==> src/rtl/core/spn128_pkg.sv <==
// Shared types, constants, S-boxes and round helper functions for the SPN block cipher.
package spn128_pkg;

  localparam int unsigned BLK_W      = 128;
  localparam int unsigned HALF_W     = 64;
  localparam int unsigned WORD_W     = 32;
  localparam int unsigned CFG_IDX_W  = 2;
  localparam int unsigned KEY_IDX_W  = 4;
  localparam int unsigned NUM_ROUNDS = 10;

  localparam logic [CFG_IDX_W-1:0] REG_KEY_HIGH = 2'd0;
  localparam logic [CFG_IDX_W-1:0] REG_KEY_LOW  = 2'd1;

  localparam logic [HALF_W-1:0] KEY_RESET = 64'h1234567812345678;

  localparam logic [KEY_IDX_W-1:0] LAST_KEY_IDX = KEY_IDX_W'(NUM_ROUNDS);

  typedef enum logic [1:0] {
    OP_ROUND = 2'd0,
    OP_LAST  = 2'd1,
    OP_XOR   = 2'd2
  } spn128_op_e;

  typedef struct packed {
    logic       load;
    logic       step;
    spn128_op_e op;
    logic       inv;
    logic       flip;
  } spn128_ctrl_t;

  localparam logic [7:0] SBOX_FWD [256] = '{
    8'h63,8'h7c,8'h77,8'h7b,8'hf2,8'h6b,8'h6f,8'hc5,8'h30,8'h01,8'h67,8'h2b,8'hfe,8'hd7,8'hab,8'h76,
    8'hca,8'h82,8'hc9,8'h7d,8'hfa,8'h59,8'h47,8'hf0,8'had,8'hd4,8'ha2,8'haf,8'h9c,8'ha4,8'h72,8'hc0,
    8'hb7,8'hfd,8'h93,8'h26,8'h36,8'h3f,8'hf7,8'hcc,8'h34,8'ha5,8'he5,8'hf1,8'h71,8'hd8,8'h31,8'h15,
    8'h04,8'hc7,8'h23,8'hc3,8'h18,8'h96,8'h05,8'h9a,8'h07,8'h12,8'h80,8'he2,8'heb,8'h27,8'hb2,8'h75,
    8'h09,8'h83,8'h2c,8'h1a,8'h1b,8'h6e,8'h5a,8'ha0,8'h52,8'h3b,8'hd6,8'hb3,8'h29,8'he3,8'h2f,8'h84,
    8'h53,8'hd1,8'h00,8'hed,8'h20,8'hfc,8'hb1,8'h5b,8'h6a,8'hcb,8'hbe,8'h39,8'h4a,8'h4c,8'h58,8'hcf,
    8'hd0,8'hef,8'haa,8'hfb,8'h43,8'h4d,8'h33,8'h85,8'h45,8'hf9,8'h02,8'h7f,8'h50,8'h3c,8'h9f,8'ha8,
    8'h51,8'ha3,8'h40,8'h8f,8'h92,8'h9d,8'h38,8'hf5,8'hbc,8'hb6,8'hda,8'h21,8'h10,8'hff,8'hf3,8'hd2,
    8'hcd,8'h0c,8'h13,8'hec,8'h5f,8'h97,8'h44,8'h17,8'hc4,8'ha7,8'h7e,8'h3d,8'h64,8'h5d,8'h19,8'h73,
    8'h60,8'h81,8'h4f,8'hdc,8'h22,8'h2a,8'h90,8'h88,8'h46,8'hee,8'hb8,8'h14,8'hde,8'h5e,8'h0b,8'hdb,
    8'he0,8'h32,8'h3a,8'h0a,8'h49,8'h06,8'h24,8'h5c,8'hc2,8'hd3,8'hac,8'h62,8'h91,8'h95,8'he4,8'h79,
    8'he7,8'hc8,8'h37,8'h6d,8'h8d,8'hd5,8'h4e,8'ha9,8'h6c,8'h56,8'hf4,8'hea,8'h65,8'h7a,8'hae,8'h08,
    8'hba,8'h78,8'h25,8'h2e,8'h1c,8'ha6,8'hb4,8'hc6,8'he8,8'hdd,8'h74,8'h1f,8'h4b,8'hbd,8'h8b,8'h8a,
    8'h70,8'h3e,8'hb5,8'h66,8'h48,8'h03,8'hf6,8'h0e,8'h61,8'h35,8'h57,8'hb9,8'h86,8'hc1,8'h1d,8'h9e,
    8'he1,8'hf8,8'h98,8'h11,8'h69,8'hd9,8'h8e,8'h94,8'h9b,8'h1e,8'h87,8'he9,8'hce,8'h55,8'h28,8'hdf,
    8'h8c,8'ha1,8'h89,8'h0d,8'hbf,8'he6,8'h42,8'h68,8'h41,8'h99,8'h2d,8'h0f,8'hb0,8'h54,8'hbb,8'h16
  };

  localparam logic [7:0] SBOX_INV [256] = '{
    8'h52,8'h09,8'h6a,8'hd5,8'h30,8'h36,8'ha5,8'h38,8'hbf,8'h40,8'ha3,8'h9e,8'h81,8'hf3,8'hd7,8'hfb,
    8'h7c,8'he3,8'h39,8'h82,8'h9b,8'h2f,8'hff,8'h87,8'h34,8'h8e,8'h43,8'h44,8'hc4,8'hde,8'he9,8'hcb,
    8'h54,8'h7b,8'h94,8'h32,8'ha6,8'hc2,8'h23,8'h3d,8'hee,8'h4c,8'h95,8'h0b,8'h42,8'hfa,8'hc3,8'h4e,
    8'h08,8'h2e,8'ha1,8'h66,8'h28,8'hd9,8'h24,8'hb2,8'h76,8'h5b,8'ha2,8'h49,8'h6d,8'h8b,8'hd1,8'h25,
    8'h72,8'hf8,8'hf6,8'h64,8'h86,8'h68,8'h98,8'h16,8'hd4,8'ha4,8'h5c,8'hcc,8'h5d,8'h65,8'hb6,8'h92,
    8'h6c,8'h70,8'h48,8'h50,8'hfd,8'hed,8'hb9,8'hda,8'h5e,8'h15,8'h46,8'h57,8'ha7,8'h8d,8'h9d,8'h84,
    8'h90,8'hd8,8'hab,8'h00,8'h8c,8'hbc,8'hd3,8'h0a,8'hf7,8'he4,8'h58,8'h05,8'hb8,8'hb3,8'h45,8'h06,
    8'hd0,8'h2c,8'h1e,8'h8f,8'hca,8'h3f,8'h0f,8'h02,8'hc1,8'haf,8'hbd,8'h03,8'h01,8'h13,8'h8a,8'h6b,
    8'h3a,8'h91,8'h11,8'h41,8'h4f,8'h67,8'hdc,8'hea,8'h97,8'hf2,8'hcf,8'hce,8'hf0,8'hb4,8'he6,8'h73,
    8'h96,8'hac,8'h74,8'h22,8'he7,8'had,8'h35,8'h85,8'he2,8'hf9,8'h37,8'he8,8'h1c,8'h75,8'hdf,8'h6e,
    8'h47,8'hf1,8'h1a,8'h71,8'h1d,8'h29,8'hc5,8'h89,8'h6f,8'hb7,8'h62,8'h0e,8'haa,8'h18,8'hbe,8'h1b,
    8'hfc,8'h56,8'h3e,8'h4b,8'hc6,8'hd2,8'h79,8'h20,8'h9a,8'hdb,8'hc0,8'hfe,8'h78,8'hcd,8'h5a,8'hf4,
    8'h1f,8'hdd,8'ha8,8'h33,8'h88,8'h07,8'hc7,8'h31,8'hb1,8'h12,8'h10,8'h59,8'h27,8'h80,8'hec,8'h5f,
    8'h60,8'h51,8'h7f,8'ha9,8'h19,8'hb5,8'h4a,8'h0d,8'h2d,8'he5,8'h7a,8'h9f,8'h93,8'hc9,8'h9c,8'hef,
    8'ha0,8'he0,8'h3b,8'h4d,8'hae,8'h2a,8'hf5,8'hb0,8'hc8,8'heb,8'hbb,8'h3c,8'h83,8'h53,8'h99,8'h61,
    8'h17,8'h2b,8'h04,8'h7e,8'hba,8'h77,8'hd6,8'h26,8'he1,8'h69,8'h14,8'h63,8'h55,8'h21,8'h0c,8'h7d
  };

  function automatic logic [BLK_W-1:0] spn128_transpose(input logic [BLK_W-1:0] blk);
    logic [BLK_W-1:0] res;
    res = '0;
    for (int j = 0; j < 16; j++) begin
      res[BLK_W-1-8*j -: 8] = blk[BLK_W-1-8*(4*(j & 3) + (j >> 2)) -: 8];
    end
    return res;
  endfunction

  function automatic logic [7:0] spn128_rcon(input logic [KEY_IDX_W-1:0] idx);
    logic [7:0] rc;
    case (idx)
      4'd1:    rc = 8'h01;
      4'd2:    rc = 8'h02;
      4'd3:    rc = 8'h04;
      4'd4:    rc = 8'h08;
      4'd5:    rc = 8'h10;
      4'd6:    rc = 8'h20;
      4'd7:    rc = 8'h40;
      4'd8:    rc = 8'h80;
      4'd9:    rc = 8'h1b;
      4'd10:   rc = 8'h36;
      default: rc = 8'h00;
    endcase
    return rc;
  endfunction

  function automatic logic [BLK_W-1:0] spn128_key_next(input logic [BLK_W-1:0] k,
                                                       input logic [KEY_IDX_W-1:0] idx);
    logic [WORD_W-1:0] rot;
    logic [WORD_W-1:0] t;
    logic [WORD_W-1:0] n0;
    logic [WORD_W-1:0] n1;
    logic [WORD_W-1:0] n2;
    logic [WORD_W-1:0] n3;
    rot = {k[23:0], k[31:24]};
    t   = {SBOX_FWD[rot[31:24]], SBOX_FWD[rot[23:16]],
           SBOX_FWD[rot[15:8]], SBOX_FWD[rot[7:0]]} ^ {spn128_rcon(idx), 24'h000000};
    n0  = k[127:96] ^ t;
    n1  = k[95:64] ^ n0;
    n2  = k[63:32] ^ n1;
    n3  = k[31:0] ^ n2;
    return {n0, n1, n2, n3};
  endfunction

endpackage

==> src/rtl/core/spn128_key_unit.sv <==
// Key registers, iterative key expander and round key store.
module spn128_key_unit (
  input  logic                                   clk_i,
  input  logic                                   rst_ni,
  input  logic                                   cfg_we_i,
  input  logic [spn128_pkg::CFG_IDX_W-1:0]       cfg_index_i,
  input  logic [spn128_pkg::HALF_W-1:0]          cfg_wdata_i,
  input  logic [spn128_pkg::KEY_IDX_W-1:0]       key_idx_i,
  output logic [spn128_pkg::BLK_W-1:0]           round_key_o,
  output logic                                   busy_o
);
  import spn128_pkg::*;

  logic [HALF_W-1:0]    key_high_q, key_high_d;
  logic [HALF_W-1:0]    key_low_q, key_low_d;
  logic [BLK_W-1:0]     cur_q, cur_d;
  logic [KEY_IDX_W-1:0] cnt_q, cnt_d;
  logic                 run_q, run_d;
  logic                 hit;
  logic [BLK_W-1:0]     next_key;
  logic [BLK_W-1:0]     store_q [NUM_ROUNDS];

  always_comb begin
    key_high_d = key_high_q;
    key_low_d  = key_low_q;
    cur_d      = cur_q;
    cnt_d      = cnt_q;
    run_d      = run_q;
    hit        = cfg_we_i && ((cfg_index_i == REG_KEY_HIGH) || (cfg_index_i == REG_KEY_LOW));
    next_key   = spn128_key_next(cur_q, cnt_q);
    if (cfg_we_i && (cfg_index_i == REG_KEY_HIGH)) begin
      key_high_d = cfg_wdata_i;
    end
    if (cfg_we_i && (cfg_index_i == REG_KEY_LOW)) begin
      key_low_d = cfg_wdata_i;
    end
    if (hit) begin
      cur_d = {key_high_d, key_low_d};
      cnt_d = KEY_IDX_W'(1);
      run_d = 1'b1;
    end else if (run_q) begin
      cur_d = next_key;
      cnt_d = cnt_q + KEY_IDX_W'(1);
      run_d = (cnt_q != LAST_KEY_IDX);
    end
  end

  always_ff @(posedge clk_i or negedge rst_ni) begin
    if (!rst_ni) begin
      key_high_q <= KEY_RESET;
      key_low_q  <= KEY_RESET;
      cur_q      <= {KEY_RESET, KEY_RESET};
      cnt_q      <= KEY_IDX_W'(1);
      run_q      <= 1'b1;
    end else begin
      key_high_q <= key_high_d;
      key_low_q  <= key_low_d;
      cur_q      <= cur_d;
      cnt_q      <= cnt_d;
      run_q      <= run_d;
    end
  end

  always_ff @(posedge clk_i) begin
    if (run_q && !hit) begin
      store_q[cnt_q - KEY_IDX_W'(1)] <= next_key;
    end
  end

  assign round_key_o = (key_idx_i == '0) ? {key_high_q, key_low_q}
                                         : store_q[key_idx_i - KEY_IDX_W'(1)];
  assign busy_o      = run_q;

endmodule

==> config.mk <==
export PLATFORM = sky130hd
export DESIGN_NAME = spn128_key_unit
export DESIGN_NICKNAME = d
export VERILOG_FILES = /design/src/rtl/core/spn128_pkg.sv /design/src/rtl/core/spn128_key_unit.sv
export SDC_FILE = /design/constraint.sdc
export NUM_CORES = 2
export LEC_CHECK = 0
export ABC_AREA = 1
export BUFFER_PORTS_ARGS = -buffer_cell sky130_fd_sc_hd__buf_2
export CORE_MARGIN = 2
export CORE_UTILIZATION = 45
export DETAILED_ROUTE_END_ITERATION = 10
export GPL_ROUTABILITY_DRIVEN = 1
export PLACE_DENSITY_LB_ADDON = 0.25
export SYNTH_ARGS = -nofsm -noshare
export SYNTH_HDL_FRONTEND = slang
export SYNTH_SLANG_ARGS = --single-unit
==> constraint.sdc <==
create_clock -name clk_i -period 11.45 [get_ports clk_i]
set_input_delay 1.145 -clock clk_i [delete_from_list [all_inputs] [get_ports clk_i]]
set_output_delay 1.145 -clock clk_i [all_outputs]
set_load 0.005 [all_outputs]
=== Yosys cells after proc, flatten, opt, wreduce, memory -nomap -nowiden ===
Memories as Yosys holds them, arrays and structs flattened.
Index checks and enable logic that the tools add are counted.

* Add/sub/neg operators: 3
* Magnitude comparators: 4
* Eq/ne operators: 2
* Muxes and demuxes: 19
* Bitwise gates (word level): 9
* Reductions and logical operators: 9

{| class="wikitable"
|+ Operator list
! operator !! number
|-
| $mux 128 || 3
|-
| $xor 32x32->32 || 5
|-
| $mux 64 || 2
|-
| $mux 8 || 8
|-
| $ge 9x9->1 const B || 4
|-
| $not 8->9 || 4
|-
| $mux 4 || 2
|-
| $sub 4x1->4 const B || 2
|-
| $add 4x1->4 const B || 1
|-
| $logic_and 1x1->1 || 4
|-
| $logic_not 4->1 || 1
|-
| $mux 1 || 4
|-
| $ne 4x4->1 const B || 1
|-
| $eq 2x1->1 const B || 1
|-
| $logic_not 2->1 || 1
|-
| $reduce_bool 2->1 || 1
|-
| $logic_not 1->1 || 1
|-
| $logic_or 1x1->1 || 1
|}

* Flip-flop bits (word level): 261
* Bits in writable memories: 1280
* Memory bits (read-only): 8320
* Output and inout port bits: 129
* Word-level logic and storage cells: 57
* Memories: 6

{| class="wikitable"
|+ Memories
! memory !! depth !! width !! rd ports !! clocked after memory_dff !! write ports !! line !! text
|-
| (no name shown) || 256 || 8 || 1 || 0 || 0 || spn128_pkg.sv:107 || <nowiki>SBOX_FWD[rot[15:8]], SBOX_FWD[rot[7:0]]} ^ {spn128_rcon(idx), 24'h000000};</nowiki>
|-
| (no name shown) || 256 || 8 || 1 || 0 || 0 || spn128_pkg.sv:107 ||
|-
| (no name shown) || 256 || 8 || 1 || 0 || 0 || spn128_pkg.sv:106 || <nowiki>t = {SBOX_FWD[rot[31:24]], SBOX_FWD[rot[23:16]],</nowiki>
|-
| (no name shown) || 256 || 8 || 1 || 0 || 0 || spn128_pkg.sv:106 ||
|-
| store_q || 10 || 128 || 1 || 0 || 1 || spn128_key_unit.sv:21 || <nowiki>logic [BLK_W-1:0] store_q [NUM_ROUNDS];</nowiki>
|-
| (no name shown) || 16 || 8 || 1 || 0 || 0 || spn128_pkg.sv:81 || <nowiki>case (idx)</nowiki>
|}

=== Depth between registers and ports, before layout ===
* Word-level depth: 11
* Gate-level depth with buffers: 23
* Mapped depth without buffers: 21

=== Least setup slack after synthesis ===
OpenSTA, ideal clock, no wires.

* Kind: in2reg
* From: in cfg_we_i
* To: mem store_q[6][0] (enable)
* Arrival time: 10628 ps
* Required time: 10678 ps
* Slack: 50 ps
* Cell stages on the path: 6
* Path buffers: 1
* Cells stage by stage: inv_1 > nor2_1 > nor2_1 > inv_1 > clkbuf_1 > nor3_1

* Cells in the longest elaborated chain, start to end: 5

{| class="wikitable"
|+ Ends and longest elaborated chain
! item !! line !! text
|-
| from (decl) || spn128_key_unit.sv:5 || <nowiki>input logic cfg_we_i,</nowiki>
|-
| $logic_and 1x1->1 || spn128_key_unit.sv:29 || <nowiki>hit = cfg_we_i && ((cfg_index_i == REG_KEY_HIGH) || (cfg_index_i == REG_KEY_LOW));</nowiki>
|-
| $logic_not 1->1 || spn128_key_unit.sv:65 || <nowiki>if (run_q && !hit) begin</nowiki>
|-
| $logic_and 1x1->1 || spn128_key_unit.sv:65 ||
|-
| $mux 1 || spn128_key_unit.sv:65 ||
|-
| $mux 1 (not written as such) || spn128_key_unit.sv:66 || <nowiki>store_q[cnt_q - KEY_IDX_W'(1)] <= next_key;</nowiki>
|-
| to (decl) || spn128_key_unit.sv:21 ||
|}

Every way passes these cells.

=== Final worst setup path ===
* From: in key_idx_i[0] (netlist name)
* To: out round_key_o[56] (netlist name)

* Cells in the longest elaborated chain, start to end: 3
* Elaborated cells on any way between the ends: 4
* Those cells by class: add/sub (1); mux (1); reduce/logical (1); memory (1)

{| class="wikitable"
|+ Ends and longest elaborated chain
! item !! line !! text
|-
| from (decl) || spn128_key_unit.sv:8 || <nowiki>input logic [spn128_pkg::KEY_IDX_W-1:0] key_idx_i,</nowiki>
|-
| $sub 4x1->4 || spn128_key_unit.sv:71 || <nowiki>: store_q[key_idx_i - KEY_IDX_W'(1)];</nowiki>
|-
| $mem_v2 10x128 || -- ||
|-
| $mux 128 * || spn128_key_unit.sv:70 || <nowiki>assign round_key_o = (key_idx_i == '0) ? {key_high_q, key_low_q}</nowiki>
|-
| to (decl) || spn128_key_unit.sv:9 || <nowiki>output logic [spn128_pkg::BLK_W-1:0] round_key_o,</nowiki>
|}

Mark *: on every way between the ends. The rest lies on a longest branch, timed or not.

==> summary.md <==
| Metric | Value |
|---|---|
| All-Layer GR Usage | `33.4%` |
| Post-synth ARST share | `16.9%` |
| Critical path's largest stage delay | `0.94 ns` |
| Crit Path Class | `input port to primary output` |
| Final antenna-violating net count | `0` |
| Root buf cell | `clkbuf_16` |
| Most common cell after layout, fill and taps aside | `nand2_1` |
| Layout area overhead | `9.74%` |
| Post-Synth XOR/XNOR Area | `0.126%` |
| # rows | `151` |
| Total gr overflow | `0` |
| Post-synthesis compound-gate area fraction | `10.9%` |
| Worst Setup End Kind | `primary output` |
| Largest net degree at the start of global routing | `235` |
| Vias per cell | `6.25` |
| Gates resized, CTS repair | `0` |
| Fin Clk Skew | `0.0430 ns` |
| First-pass GRT wire length | `421,000 um` |
| Synth Area in Simple Gates | `22.0%` |
| Number of port buffers | `201` |
| WP data arrival | `6.48 ns` |
| Vias post-DR | `62,700` |
| Setup Fix Bufs, Post-CTS | `0` |
| Synth Net Count | `7,894` |
| Clock latency on the worst-skew pair | `0.82 ns` |
| Initial Util | `45.2%` |
| Startpoint Class | `input port` |
| Setup TNS | `0 ns` |
| # setup viols final | `0` |
| Final WL | `296,000 um` |
| Filler Cell Count | `15,500` |
| Synthesized instance count | `7,753` |
| Hold Path Class | `input port to async pin` |
| Syn. warnings | `0` |
| Hold slack | `0.412 ns` |
| Post-DP HPWL | `188,000 um` |
| Power per cell area | `364 nW/um^2` |
| Crit-path max FO | `158` |
| Die Wd | `416 um` |
| Peak supply drop | `0.251 mV` |
| Mapped Avg Cell Area | `9.85 um^2` |
| Crit-path cells | `buf_8, buf_12, inv_8, ha_4, xnor2_2, buf_4, inv_8, buf_4, o211ai_1, a31oi_1, buf_2` |
| Final core utilization | `49.6%` |
| Die Y-Extent | `416 um` |
| Reg area | `45,100 um^2` |
| Register area share after synthesis | `59.1%` |
| LEAKAGE | `32.2 nW` |
| Number of H-tree levels | `4` |
| DRT iter0 DRCs | `9,186` |
| Hold_buf cts | `0` |
| F_max | `0.131 GHz` |
| Finished Cell Area | `83,800 um^2` |
| Initial antenna violation count | `17` |
| Share of post-route cells with drive strength above 1 | `11.5%` |
| Slew HR | `17.9%` |
| Largest family of logic cells by synthesized area | `simple AND/OR/NAND/NOR gates` |
| Most frequent cells in the layout | `1,646 x nand2_1, 1,280 x edfxtp_1, 1,143 x nand3_1, 786 x nor2_1, 417 x o21ai_0` |
| Yosys cell types | `49` |
| CP required | `10.31 ns` |
| Worst-margin pin slew | `1.23 ns` |
| Register bit total from synthesis | `1,541` |
| Post-synthesis mux area share | `1.84%` |
| EDFF count, synth | `1,280` |
| TritonCTS buffer count | `160` |
| Final Critical Period | `7.63 ns` |
| Post-synthesis adder-cell area fraction | `1.12%` |
| Crit path max-delay cell type | `buf_4` |
| Vias in the first global route | `57,700` |
| Placed Instance Area | `78,600 um^2` |
| RePlAce Congestion | `1.00` |
| Status | `complete, no violations` |
| I/O pins | `202` |
| Sink Count | `1,541` |
| Nets | `7,811` |
| Number of max-cap violations | `0` |
| DRC viols | `0` |
| CORE AREA | `169,000 um^2` |
| Avg WL per Cell | `29.5 um` |
| Final Max Slew Viols | `0` |
| Top_reg_cell synth | `edfxtp_1` |
| First-pass DRT Iterations | `9` |
| Final hold vios | `0` |
| Final period util | `66.6%` |
| CTS tree | `yes` |
| Clock buffer depth | `3` |
| Die area | `173,000 um^2` |
| Area occupied by multi-input gates | `27,600 um^2` |
| RSZ-0062 raised after global routing | `false` |
| Mapped Area | `76,300 um^2` |
| Clock slew at reported path FFs | `0.06 ns` |
[area by class of cell]
type	count	share of cell area, %
Tap cell	2218	3.31
Multi-Input combinational cell	5364	33.0
Antenna cell	8	0.0239
Inverter	303	1.41
Sequential cell	1541	53.8
Clock inverter	73	0.853
Clock buffer	218	5.26
Timing Repair Buffer	300	2.31
[metrics by stage]
| stage | worst slack (ns) | total power, mW | instances |
|---|---|---|---|
| after floorplan | 0.0497 | 19.4 | 7753 |
| after global placement | 4.07 | 24.8 | 9726 |
| after detailed placement | 4.02 | 24.9 | 9726 |
| after CTS | 4.00 | 30.0 | 10000 |
| after global routing | 3.74 | 31.7 | 10000 |
| final | 3.82 | 30.4 | 10000 |
[routing by layer]
metal	part of all wire [%]	track usage [%]
met1	39	45.0
met2	44	50.6
met3	9.7	6.55
met4	6.4	18.9
met5	0.077	0.722
[synth_stat cells, drive strengths merged, types with 117 or more instances]
cell | count | share of area [%]
o221ai | 141 | 1.6
nand3 | 1165 | 7.8
dfrtp | 155 | 5.1
buf | 215 | 1.7
o211ai | 250 | 2.5
nand2 | 1758 | 9.1
edfxtp | 1280 | 50
o21ai | 445 | 2.9
o32ai | 117 | 1.3
mux2i | 139 | 1.8
nor2 | 805 | 4.0
clkbuf | 330 | 1.6
a31oi | 133 | 1.1
a21oi | 125 | 0.86
inv | 297 | 1.5
[where the power goes]
group	internal (mW)	switching [mW]
clock network	2.93	2.21
logic	3.05	11.3
registers	10.2	0.745
[path summary, 6_finish.rpt]
check,from,endpoint,slack (ns),depth (start not counted)
max,key_idx_i[0],round_key_o[56],3.82,11
min,rst_ni,key_high_q[11],0.41,1
max reg2reg,cur_q[24],store_q[8][39],5.39,17
min reg2reg,cnt_q[3],cnt_q[3],0.50,1
max in group asynchronous,rst_ni,cur_q[27],8.68,3
min in group clk_i,cnt_q[3],cnt_q[3],0.50,1
[cell families after synthesis]
family | after synthesis
simple gates | 3867
flops | 1541
compound gates | 1278
buf+inv | 848
mux | 140
fa+ha+maj | 68
xor+xnor | 11
[worst max-delay path: cells and delay by family]
family                     cells  cell delay, ns
buffers and inverters          7            3.56
AOI/OAI and AO/OA              2            0.78
adders and majority gates      1            0.33
xor gates and xnor gates       1            0.13
[registers in the layout (all words and copies together), names as in the netlist]
signal	count
store_q	1280
cur_q	128
key_high_q	64
key_low_q	64
cnt_q	4
busy_o	1
Power figures use the tool's default switching activity.
